===== src/rtl/core/wpdbs_pkg.sv =====
package wpdbs_pkg;

	localparam int DEPTH     = 1024;
	localparam int ITEM_BITS = 64;
	localparam int ADDR_W    = $clog2(DEPTH);
	localparam int CNT_W     = $clog2(DEPTH + 1);
	localparam int DATA_W    = 64;
	localparam int COUNT_W   = 11;
	localparam int MAX_OUT   = 64;
	localparam int BATCH_W   = $clog2(MAX_OUT + 1);
	localparam int MINB_W    = 7;
	localparam int MAXB_W    = 7;
	localparam int FRAC_W    = 9;
	localparam int CFG_W     = 9;
	localparam int CFGI_W    = 2;
	localparam int CMD_W     = 3;
	localparam int WIDE_W    = (CNT_W > MINB_W + 1) ? CNT_W : MINB_W + 1;

	localparam int QUEUE_DEPTH = 2;
	localparam int QPTR_W      = $clog2(QUEUE_DEPTH);
	localparam int QOCC_W      = $clog2(QUEUE_DEPTH + 1);
	localparam int OUT_DEPTH   = 2;
	localparam int OPTR_W      = $clog2(OUT_DEPTH);
	localparam int OOCC_W      = $clog2(OUT_DEPTH + 1);

	localparam logic [CMD_W-1:0] CMD_PUSH       = 3'd0;
	localparam logic [CMD_W-1:0] CMD_POP_BACK   = 3'd1;
	localparam logic [CMD_W-1:0] CMD_BULK_BACK  = 3'd2;
	localparam logic [CMD_W-1:0] CMD_HALF_BACK  = 3'd3;
	localparam logic [CMD_W-1:0] CMD_POP_FRONT  = 3'd4;
	localparam logic [CMD_W-1:0] CMD_BULK_FRONT = 3'd5;

	localparam logic [1:0] ST_OK    = 2'd0;
	localparam logic [1:0] ST_EMPTY = 2'd1;
	localparam logic [1:0] ST_FULL  = 2'd2;

	localparam logic [CFGI_W-1:0] CFG_MIN_BATCH = 2'd0;
	localparam logic [CFGI_W-1:0] CFG_MAX_BATCH = 2'd1;
	localparam logic [CFGI_W-1:0] CFG_FRACTION  = 2'd2;

	localparam logic [1:0] JOB_NOTE  = 2'd0;
	localparam logic [1:0] JOB_WRITE = 2'd1;
	localparam logic [1:0] JOB_READ  = 2'd2;

	typedef struct packed {
		logic [1:0]           kind;
		logic [ADDR_W-1:0]    addr;
		logic [BATCH_W-1:0]   n;
		logic [COUNT_W-1:0]   count;
		logic [1:0]           status;
		logic [ITEM_BITS-1:0] data;
	} job_t;

	typedef struct packed {
		logic [ITEM_BITS-1:0] item;
		logic                 has_work;
		logic [COUNT_W-1:0]   count;
		logic [1:0]           status;
		logic                 last;
	} res_t;

endpackage


===== src/rtl/core/wpdbs_queue.sv =====
module wpdbs_queue (
	input  logic            clk,
	input  logic            arst_n,
	input  logic            push,
	input  wpdbs_pkg::job_t job_in,
	output logic            full,
	output logic            valid,
	output wpdbs_pkg::job_t job_out,
	input  logic            pop
);

	import wpdbs_pkg::*;

	job_t              ent_q [QUEUE_DEPTH];
	logic [QPTR_W-1:0] wr_q;
	logic [QPTR_W-1:0] rd_q;
	logic [QOCC_W-1:0] occ_q;
	logic              do_push;
	logic              do_pop;

	assign full    = occ_q == QOCC_W'(QUEUE_DEPTH);
	assign valid   = occ_q != '0;
	assign job_out = ent_q[rd_q];
	assign do_push = push && !full;
	assign do_pop  = pop && valid;

	always_ff @(posedge clk or negedge arst_n) begin
		if (!arst_n) begin
			wr_q  <= '0;
			rd_q  <= '0;
			occ_q <= '0;
		end else begin
			if (do_push) begin
				wr_q <= (wr_q == QPTR_W'(QUEUE_DEPTH - 1)) ? '0 : wr_q + 1'b1;
			end
			if (do_pop) begin
				rd_q <= (rd_q == QPTR_W'(QUEUE_DEPTH - 1)) ? '0 : rd_q + 1'b1;
			end
			occ_q <= occ_q + QOCC_W'(do_push) - QOCC_W'(do_pop);
		end
	end

	always_ff @(posedge clk) begin
		if (do_push) begin
			ent_q[wr_q] <= job_in;
		end
	end

endmodule


===== config.mk =====
export PLATFORM = sky130hd
export DESIGN_NAME = wpdbs_queue
export DESIGN_NICKNAME = d
export VERILOG_FILES = /design/src/rtl/core/wpdbs_pkg.sv /design/src/rtl/core/wpdbs_queue.sv
export SDC_FILE = /design/constraint.sdc
export NUM_CORES = 1
export LEC_CHECK = 0
export BUFFER_PORTS_ARGS = -buffer_cell sky130_fd_sc_hd__buf_2
export CORE_MARGIN = 3
export CORE_UTILIZATION = 45
export DETAILED_ROUTE_END_ITERATION = 6
export PLACE_DENSITY = 0.81
export SYNTH_ARGS = -nofsm -noshare
export SYNTH_HDL_FRONTEND = slang
export SYNTH_SLANG_ARGS = --single-unit

===== constraint.sdc =====
create_clock -name clk -period 6.4 [get_ports clk]
set_input_delay 1.28 -clock clk [delete_from_list [all_inputs] [get_ports clk]]
set_output_delay 1.28 -clock clk [all_outputs]
set_load 0.01 [all_outputs]

==> results.cfg <==
[outcome]
status = complete, no violations

[clock_network]
clockBufferDepth = 2
htree_levels = 4
hold_buffers = 0
clkTransAtPathRegs_ns = 0.06
cts_resized = 0
root_buffer = clkbuf_16
postCtsSetupBuffers = 0
clk_latency_ns = 0.42
cts_tree = yes
cts_sinks = 196
numCtsBuffers = 17

[placement]
place.gp.congestion = 0.695
port-buffer-count = 197
hpwl_mm = 8.86

[global_route]
grt_pass1_vias = 4029
antenna_found_initial = 0
overflow = 0
grt_pass1_wl_mm = 20.5
track_usage_pct = 15.2
grt_max_degree = 58

[finish]
antenna_cells = 0
utilization_pct = 58.4
mostFrequentLayoutCells = buf_2 (197), edfxtp_1 (192), mux2_2 (66)
syn_to_final_growth_pct = 24.7
final_nets = 627
layout_commonest_cell = buf_2
drive_gt1_share_pct = 60.2
fillers = 1190

[critical_path]
max_stage_delay_ns = 0.88
crit_chain = buf_4 > mux2_2 > buf_2
r2r_slack_ns = 3.98
reg2reg_to = ent_q[0][86]
critPathTopFamily = flip-flops
rr_worst_depth = 4
crit_path_top_delay_cell = dfrtp_4
critPathMaxFanout = 49
critPathBufInv = 2
crit_required_ns = 5.12
worstPathArrival_ns = 2.60
setup.worst_path.end_class = output pin
r2r_start = occ_q[1]
worstSetupStartpointType = register
worstSetupPathType = reg -> out

[floorplanning]
row_count = 45
fp.coreArea_mm2 = 0.0155
die_area_mm2 = 0.0177
ioPinCount = 198
die_y_um = 133
fp.dieW_um = 133
initial_utilization_pct = 46.8

[yosys]
syn-num-nets = 419
ys_ff_latch = 196
yosysUniqueCellTypes = 16
yosys_warnings = 0
synth_area_mm2 = 0.00725
ys_seq_area_share_pct = 81.0
synth.avg_cell_area_um2 = 22.9
syn_inst = 317

[sta]
setup_viol = 0
worstMarginPinSlew_ns = 1.23
period_share_pct = 60.6
finClkSkew_ns = 0.00602
rsz0062_at_grt = no
slew_headroom_pct = 17.6
layout_min_cycle_time_ns = 3.88
maxSlewViolCount = 0
whs_ns = 0.518
hold_violations = 0
fin_setup_tns_ns = 0
fmax_ghz = 0.258

[min_path]
hp-class = reg -> reg
hold_start = occ_q[1]
holdPathEnd = occ_q[1]
hold_depth = 1

[detailed_routing]
vias_per_cell = 4.79
drc_errors = 0
ant_nets = 0
wire_per_inst_um = 17.4
drtIter0Drc = 217
dr.pass1.iters = 4
vias = 3589
wl_mm = 13.1

[pwr]
p_leak_uw = 0.00345
p_total_uw = 4100
ir_drop_uv = 286
power_density_mw_per_mm2 = 453

[flow_run]
cap_violations = 0
[synth_stat cells]
| cell | n | area share (%) |
|---|---|---|
| nand2b_1 | 1 | 0.086 |
| and2_1 | 1 | 0.086 |
| buf_6 | 5 | 0.78 |
| and3_1 | 1 | 0.086 |
| mux2_4 | 30 | 6.2 |
| dfrtp_1 | 4 | 1.4 |
| xnor2_1 | 3 | 0.36 |
| buf_2 | 6 | 0.41 |
| nand2_1 | 1 | 0.052 |
| ha_1 | 2 | 0.35 |
| xor2_1 | 1 | 0.12 |
| edfxtp_1 | 192 | 80 |
| nor2_1 | 1 | 0.052 |
| mux2_2 | 66 | 10 |
| or2_2 | 1 | 0.086 |
| inv_1 | 2 | 0.10 |
[logic make-up after synthesis]
| kind of cell | synth area share, % |
|---|---|
| adders and majority gates | 0.345 |
| xor gates and xnor gates | 0.484 |
| DFF | 81.0 |
| and+or+nand+nor | 0.449 |
| buffers and inverters | 1.30 |
| muxes | 16.5 |
[where the power goes]
part | internal (µW) | total, µW | switching, µW
sequential | 1760 | 1890 | 134
combinational | 582 | 1170 | 591
clock | 612 | 1030 | 421
[final cells by class]
type / count / area, µm² / share of cell area (%)
Clock buffer: 22 / 444 / 4.91
Timing Repair Buffer: 200 / 1020 / 11.3
Sequential cell: 196 / 5870 / 64.9
Inverter: 2 / 7.51 / 0.0831
Clock inverter: 10 / 133 / 1.47
Tap cell: 211 / 264 / 2.92
Multi-Input combinational cell: 108 / 1300 / 14.4
[worst max path at each step]
stage | startpoint | endpoint | slack (ns) | cells after the start
final | rd_q | job_out[86] | 2.52 | 3
after CTS | rd_q | job_out[94] | 2.43 | 3
after floorplan | push | ent_q[0][0] | 0.48 | 2
after global routing | rd_q | job_out[30] | 2.34 | 3
after detailed placement | rd_q | job_out[42] | 2.90 | 3
after global placement | rd_q | job_out[94] | 2.93 | 3
[per-stage QoR]
step / setup WS (ns) / instance area [µm²] / std cells
finish: 2.52 / 9040 / 749
global route: 2.34 / 9040 / 749
CTS: 2.43 / 9040 / 749
detailed placement: 2.90 / 8460 / 717
global placement: 2.93 / 8460 / 717
floorplan: 0.477 / 7250 / 317
[worst reg2reg max path, stage by stage, from the launching register on]
cell	delay [ns]
dfrtp_1	0.40
nand2b_1	0.13
nand2_1	0.15
nor2_4	0.95
buf_12	0.38
[metal layers]
metal | wire length (µm) | global-route usage, %
met1 | 5180 | 17.3
met2 | 6740 | 26.3
met3 | 964 | 5.59
met4 | 184 | 5.25
met5 | 0 | 0
[registers in the layout, indices dropped and copies added, names as in the netlist]
name   cells
wr_q       1
rd_q       1
ent_q    192
occ_q      2
Note: power is estimated with default switching activity, not from simulation.
