--- config.mk ---
export PLATFORM = sky130hd
export DESIGN_NAME = wpdbs_front
export DESIGN_NICKNAME = d
export VERILOG_FILES = /design/src/rtl/core/wpdbs_pkg.sv /design/src/rtl/core/wpdbs_front.sv
export SDC_FILE = /design/constraint.sdc
export NUM_CORES = 1
export LEC_CHECK = 0
export BUFFER_PORTS_ARGS = -buffer_cell sky130_fd_sc_hd__buf_2
export CORE_MARGIN = 2
export CORE_UTILIZATION = 60
export DETAILED_ROUTE_END_ITERATION = 16
export PLACE_DENSITY = 0.88
export REMOVE_ABC_BUFFERS = 1
export SLEW_MARGIN = 25
export SYNTH_ARGS = -nofsm -noshare
export SYNTH_HDL_FRONTEND = slang
export SYNTH_SLANG_ARGS = --single-unit
--- constraint.sdc ---
create_clock -name clk -period 29.7 [get_ports clk]
set_input_delay 2.97 -clock clk [delete_from_list [all_inputs] [get_ports clk]]
set_output_delay 2.97 -clock clk [all_outputs]
set_load 0.05 [all_outputs]
--- src/rtl/core/wpdbs_pkg.sv ---
package wpdbs_pkg;

	localparam int DEPTH     = 1024;
	localparam int ITEM_BITS = 64;
	localparam int ADDR_W    = $clog2(DEPTH);
	localparam int CNT_W     = $clog2(DEPTH + 1);
	localparam int DATA_W    = 64;
	localparam int COUNT_W   = 11;
	localparam int MAX_OUT   = 64;
	localparam int BATCH_W   = $clog2(MAX_OUT + 1);
	localparam int MINB_W    = 7;
	localparam int MAXB_W    = 7;
	localparam int FRAC_W    = 9;
	localparam int CFG_W     = 9;
	localparam int CFGI_W    = 2;
	localparam int CMD_W     = 3;
	localparam int WIDE_W    = (CNT_W > MINB_W + 1) ? CNT_W : MINB_W + 1;

	localparam int QUEUE_DEPTH = 2;
	localparam int QPTR_W      = $clog2(QUEUE_DEPTH);
	localparam int QOCC_W      = $clog2(QUEUE_DEPTH + 1);
	localparam int OUT_DEPTH   = 2;
	localparam int OPTR_W      = $clog2(OUT_DEPTH);
	localparam int OOCC_W      = $clog2(OUT_DEPTH + 1);

	localparam logic [CMD_W-1:0] CMD_PUSH       = 3'd0;
	localparam logic [CMD_W-1:0] CMD_POP_BACK   = 3'd1;
	localparam logic [CMD_W-1:0] CMD_BULK_BACK  = 3'd2;
	localparam logic [CMD_W-1:0] CMD_HALF_BACK  = 3'd3;
	localparam logic [CMD_W-1:0] CMD_POP_FRONT  = 3'd4;
	localparam logic [CMD_W-1:0] CMD_BULK_FRONT = 3'd5;

	localparam logic [1:0] ST_OK    = 2'd0;
	localparam logic [1:0] ST_EMPTY = 2'd1;
	localparam logic [1:0] ST_FULL  = 2'd2;

	localparam logic [CFGI_W-1:0] CFG_MIN_BATCH = 2'd0;
	localparam logic [CFGI_W-1:0] CFG_MAX_BATCH = 2'd1;
	localparam logic [CFGI_W-1:0] CFG_FRACTION  = 2'd2;

	localparam logic [1:0] JOB_NOTE  = 2'd0;
	localparam logic [1:0] JOB_WRITE = 2'd1;
	localparam logic [1:0] JOB_READ  = 2'd2;

	typedef struct packed {
		logic [1:0]           kind;
		logic [ADDR_W-1:0]    addr;
		logic [BATCH_W-1:0]   n;
		logic [COUNT_W-1:0]   count;
		logic [1:0]           status;
		logic [ITEM_BITS-1:0] data;
	} job_t;

	typedef struct packed {
		logic [ITEM_BITS-1:0] item;
		logic                 has_work;
		logic [COUNT_W-1:0]   count;
		logic [1:0]           status;
		logic                 last;
	} res_t;

endpackage

--- src/rtl/core/wpdbs_front.sv ---
module wpdbs_front (
	input  logic                                 clk,
	input  logic                                 arst_n,
	input  logic                                 in_valid,
	output logic                                 in_ready,
	input  logic [wpdbs_pkg::CMD_W-1:0]          cmd,
	input  logic [wpdbs_pkg::DATA_W-1:0]         node_data,
	input  logic                                 cfg_we,
	input  logic [wpdbs_pkg::CFGI_W-1:0]         cfg_index,
	input  logic [wpdbs_pkg::CFG_W-1:0]          cfg_data,
	input  logic                                 q_full,
	output logic                                 job_push,
	output wpdbs_pkg::job_t                      job
);

	import wpdbs_pkg::*;

	logic [ADDR_W-1:0]        head_q;
	logic [CNT_W-1:0]         cnt_q;
	logic [MINB_W-1:0]        min_q;
	logic [MAXB_W-1:0]        max_q;
	logic [FRAC_W-1:0]        frac_q;

	logic                     accept;
	logic [WIDE_W-1:0]        cnt_w;
	logic [WIDE_W-1:0]        min1_w;
	logic [WIDE_W-1:0]        min2_w;
	logic [CNT_W+FRAC_W-1:0]  prod;
	logic [CNT_W:0]           share;
	logic [CNT_W-1:0]         share_cap;
	logic [CNT_W-1:0]         back_src;
	logic [BATCH_W-1:0]       take_back;
	logic [BATCH_W-1:0]       take_front;
	logic [CNT_W-1:0]         cnt_after_back;
	logic [ADDR_W-1:0]        head_nxt;
	logic [CNT_W-1:0]         cnt_nxt;
	logic                     emit;

	function automatic logic [BATCH_W-1:0] clamp_batch(
		input logic [CNT_W-1:0]  x,
		input logic [MAXB_W-1:0] mx
	);
		logic [WIDE_W+BATCH_W-1:0] lim;
		logic [WIDE_W+BATCH_W-1:0] xw;
		lim = ((WIDE_W + BATCH_W)'(mx) < (WIDE_W + BATCH_W)'(MAX_OUT)) ?
			(WIDE_W + BATCH_W)'(mx) : (WIDE_W + BATCH_W)'(MAX_OUT);
		xw  = (WIDE_W + BATCH_W)'(x);
		return (xw < lim) ? BATCH_W'(xw) : BATCH_W'(lim);
	endfunction

	assign in_ready = !q_full;
	assign accept   = in_valid && in_ready;

	always_comb begin
		cnt_w          = WIDE_W'(cnt_q);
		min1_w         = WIDE_W'(min_q);
		min2_w         = WIDE_W'({min_q, 1'b0});
		prod           = {{FRAC_W{1'b0}}, cnt_q} * {{CNT_W{1'b0}}, frac_q};
		share          = prod[CNT_W+FRAC_W-1:FRAC_W-1];
		share_cap      = (share > {1'b0, cnt_q}) ? cnt_q : share[CNT_W-1:0];
		back_src       = (cmd == CMD_BULK_BACK) ? cnt_q : (cnt_q >> 1);
		take_back      = clamp_batch(back_src, max_q);
		take_front     = clamp_batch(share_cap, max_q);
		cnt_after_back = cnt_q - CNT_W'(take_back);

		head_nxt    = head_q;
		cnt_nxt     = cnt_q;
		emit        = 1'b1;
		job.kind    = JOB_NOTE;
		job.addr    = head_q;
		job.n       = '0;
		job.count   = '0;
		job.status  = ST_OK;
		job.data    = node_data[ITEM_BITS-1:0];

		unique case (cmd)
			CMD_PUSH: begin
				if (cnt_q == CNT_W'(DEPTH)) begin
					job.status = ST_FULL;
				end else begin
					job.kind = JOB_WRITE;
					job.addr = head_q + cnt_q[ADDR_W-1:0];
					cnt_nxt  = cnt_q + 1'b1;
				end
			end
			CMD_POP_BACK: begin
				if (cnt_q == '0) begin
					job.status = ST_EMPTY;
				end else begin
					job.kind = JOB_READ;
					job.n    = BATCH_W'(1);
					cnt_nxt  = cnt_q - 1'b1;
					job.addr = head_q + cnt_nxt[ADDR_W-1:0];
				end
			end
			CMD_BULK_BACK, CMD_HALF_BACK: begin
				if ((cmd == CMD_BULK_BACK && cnt_w < min1_w) ||
				    (cmd == CMD_HALF_BACK && cnt_w < min2_w)) begin
					job.status = ST_EMPTY;
					job.count  = COUNT_W'(cnt_q);
				end else if (take_back != '0) begin
					job.kind  = JOB_READ;
					job.n     = take_back;
					job.count = COUNT_W'(take_back);
					job.addr  = head_q + cnt_after_back[ADDR_W-1:0];
					cnt_nxt   = cnt_after_back;
				end
			end
			CMD_POP_FRONT: begin
				if (cnt_q == '0) begin
					job.status = ST_EMPTY;
				end else begin
					job.kind = JOB_READ;
					job.n    = BATCH_W'(1);
					head_nxt = head_q + 1'b1;
					cnt_nxt  = cnt_q - 1'b1;
				end
			end
			CMD_BULK_FRONT: begin
				if (cnt_w < min2_w) begin
					job.status = ST_EMPTY;
					job.count  = COUNT_W'(cnt_q);
				end else if (take_front != '0) begin
					job.kind  = JOB_READ;
					job.n     = take_front;
					job.count = COUNT_W'(take_front);
					head_nxt  = head_q + ADDR_W'(take_front);
					cnt_nxt   = cnt_q - CNT_W'(take_front);
				end
			end
			default: begin
				emit = 1'b0;
			end
		endcase
	end

	assign job_push = accept && emit;

	always_ff @(posedge clk or negedge arst_n) begin
		if (!arst_n) begin
			head_q <= '0;
			cnt_q  <= '0;
			min_q  <= MINB_W'(1);
			max_q  <= MAXB_W'(64);
			frac_q <= FRAC_W'(128);
		end else begin
			if (accept) begin
				head_q <= head_nxt;
				cnt_q  <= cnt_nxt;
			end
			if (cfg_we) begin
				unique case (cfg_index)
					CFG_MIN_BATCH: min_q  <= cfg_data[MINB_W-1:0];
					CFG_MAX_BATCH: max_q  <= cfg_data[MAXB_W-1:0];
					CFG_FRACTION:  frac_q <= cfg_data[FRAC_W-1:0];
					default: begin
					end
				endcase
			end
		end
	end

endmodule

==> results.md <==
- Syn-to-layout area delta: 0.342%
- Initial DRC count: between 900 and 1000
- Reg2Reg Depth: just over 40
- Multi-input logic area: about 7600 um2
- Status: complete, no violations
- Port Buffers: 49
- Slew @ Worst Pin: 940 ps
- Relative slew slack: ~37%
- Hold_sp: head_q[9]
- Final min period: around 13000 ps
- Via Count: about 9000
- Max Cap Viol: 0
- Sequential share of the synthesized area: approximately 11%
- I/O Pins: between 150 and 200
- Final Hold Viols: 0
- GRT overflow: 0
- DP HPWL: about 25 mm
- Post_cts resized: 0
- Mapped Cells: ~1200
- Post-DRT Antenna Nets: 0
- Share of cells above drive strength 1: just over 10%
- CTS hold repair buffers: 0
- Core area: 16000 um2
- Cell row count: 46
- Arr. time, crit path: 10020 ps
- Global-route wire length before repair: 50.1 mm
- Gr usage total: 36.6%
- Fin crit share: 43.7%
- Routed vias/inst: 6.51
- Wire length per cell: about 23 um
- Total CTS buffers: 5
- CTS max path bufs: 2
- Post-CTS Repair Setup Buffers: 0
- H-tree levels: 2
- Placed cells: between 1000 and 1500
- Initial DRT Pass Iterations: 6
- Clk_lat worst skew: 310 ps
- Pin count of the biggest net entering global routing: 45
- Final Slew Violations: 0
- Reg2reg start: cnt_q[3]
- Required time of the critical path: roughly 27000 ps
- Ys flop type: dfrtp_1
- Die Area: ~18000 um2
- Maximum clock frequency: 77.0 MHz
- DRC viols: 0
- Non-filler cells, final: 1367
- Yosys Warn Count: 0
- #FFs+latches synth: 44
- Antenna Cells: 0
- Synth async-reset ratio: 100%
- Register area: 1100 um2
- Crit path largest cell delay: a little over 900 ps
- Worst path slowest cell: dfrtp_1
- Startpoint types: register
- Starting Density: about three fifths
- Post-Synthesis Mean Instance Area: a little over 8 um2
- Filler Cell Count: between 1000 and 1500
- Hold/Removal Path Class: register to register
- Final GP Congestion: between 1 and 1.5
- Layout Skew: approximately 13 ps
- Setup violators final: 0
- RSZ-0062 raised after global routing: false
- WHS Path Cells: 1
- Fin nets: 1425
- Setup crit start: cnt_q[3]
- Post-synth EDFFs: 0
- Max FO, Critical Path: 21
- Setup Total Neg Slack: 0 ps
- CTS clk-pin slew, worst paths: around 80 ps
- Crit Path Class: register to output port
- Netlist cell types: 87
- Vias in the first global route: 8844
- Die height: around 130 um
- Mapped cell area: 9880 um2
- CTS Sinks: between 40 and 50
- CTS tree: yes
- Horiz. Die Dim: 132 um
- CTS Root Cell: clkbuf_16
- Crit. End Element: output port
- Initial antenna violation count: 0
- Final WL: ~32 mm
-- cells in the final DEF, fill, tap and decap left out, drive strengths merged, types with 40 or more instances in the layout --
cell type / count
a21oi: 69
and2: 71
buf: 53
dfrtp: 41
fa: 69
ha: 123
inv: 141
nand2: 97
nor2: 69
o21ai: 60
xnor2: 40
-- metrics by stage --
| stage | setup WS, ps | utilization, % | cell area [um2] | hold slack, ps |
|---|---|---|---|---|
| 2_1_floorplan | 17710 | - | 9190 | 467 |
| 3_3_place_gp | 17620 | 60.8 | 9730 | 483 |
| 3_5_place_dp | 17200 | 60.9 | 9740 | 492 |
| 4_1_cts | 16820 | 61.9 | 9910 | 502 |
| 5_1_grt | 16250 | 61.9 | 9910 | 515 |
| 6_report | 16710 | 61.9 | 9910 | 498 |
-- kinds of logic (layout without fill, tap and decap cells) --
family          count (synthesis)  in the layout  synth area share (%)
compound gates                264            264                  17.9
xor+xnor                       57             57                  5.05
simple gates                  335            335                  17.6
fa+ha+maj                     192            192                  29.6
mux                            53             53                  6.17
other cells                     1              3                0.0380
flops                          44             44                  11.2
buf+inv                       253            203                  12.5
-- cell usage after synthesis (all sizes together), types with 5 or more instances --
cell       n  share of area (%)
fa        69                 14
mux2i     24                2.6
o21ai     60                3.3
and3       7               0.54
buf       76                5.8
nand2b    10               0.63
o21bai    12               0.91
nand4      6               0.38
nor2      69                2.6
a221oi     5               0.44
nor3      15               0.76
mux2      29                3.6
or2        6               0.38
inv      141                5.4
a31oi      6               0.38
nand3     12               0.61
xor2      17                1.5
and2      71                4.5
o22ai     10               0.63
o211ai    10               0.76
a21o      24                1.8
o2111ai    6               0.53
nand2     97                3.7
a21oi     69                3.6
o221ai     5               0.44
nor2b     17                1.1
a211oi     8               0.61
ha       123                 16
xnor2     40                3.5
clkbuf    35                1.3
dfrtp     41                 10
a21boi    11               0.84
-- cell type report --
type	instances	area share, %
clock buffer	5	1.26
tap	216	2.73
clock inverter	3	0.480
sequential	44	11.1
timing repair buffer	53	2.80
inverter	142	5.38
multi-input combinational	904	76.2
-- path summary, 6_finish.rpt --
kind,endpoint,slack (ps)
worst max-delay path,job[71],16710
worst min-delay path,head_q[9],500
worst max register to register,cnt_q[10],17780
worst min register to register,head_q[9],500
max in group asynchronous,cnt_q[8],26590
min in group asynchronous,head_q[0],2660
-- state kept, by name (all words and copies together), names as in the netlist --
signal / count
max_q: 7
min_q: 7
cnt_q: 11
head_q: 10
frac_q: 9
-- worst max-delay path: cells and delay by family, from the launching register on --
kind            cells  cell delay (ps)
xor+xnor            1              320
simple gates        3              750
flops               1              930
mux                 2              620
fa+ha+maj           7             3000
compound gates     15             3590
buf+inv             4              450
-- per-layer routing --
metal / wire length, um / track usage, %
met4: 1310 / 12.3
met2: 14200 / 57.5
met5: 163 / 8.61
met1: 12400 / 45.1
met3: 3940 / 14.7
Power is left out: the tool's default activity adds up to more than one toggle a clock period on the data nets, which glitch-free logic cannot reach.
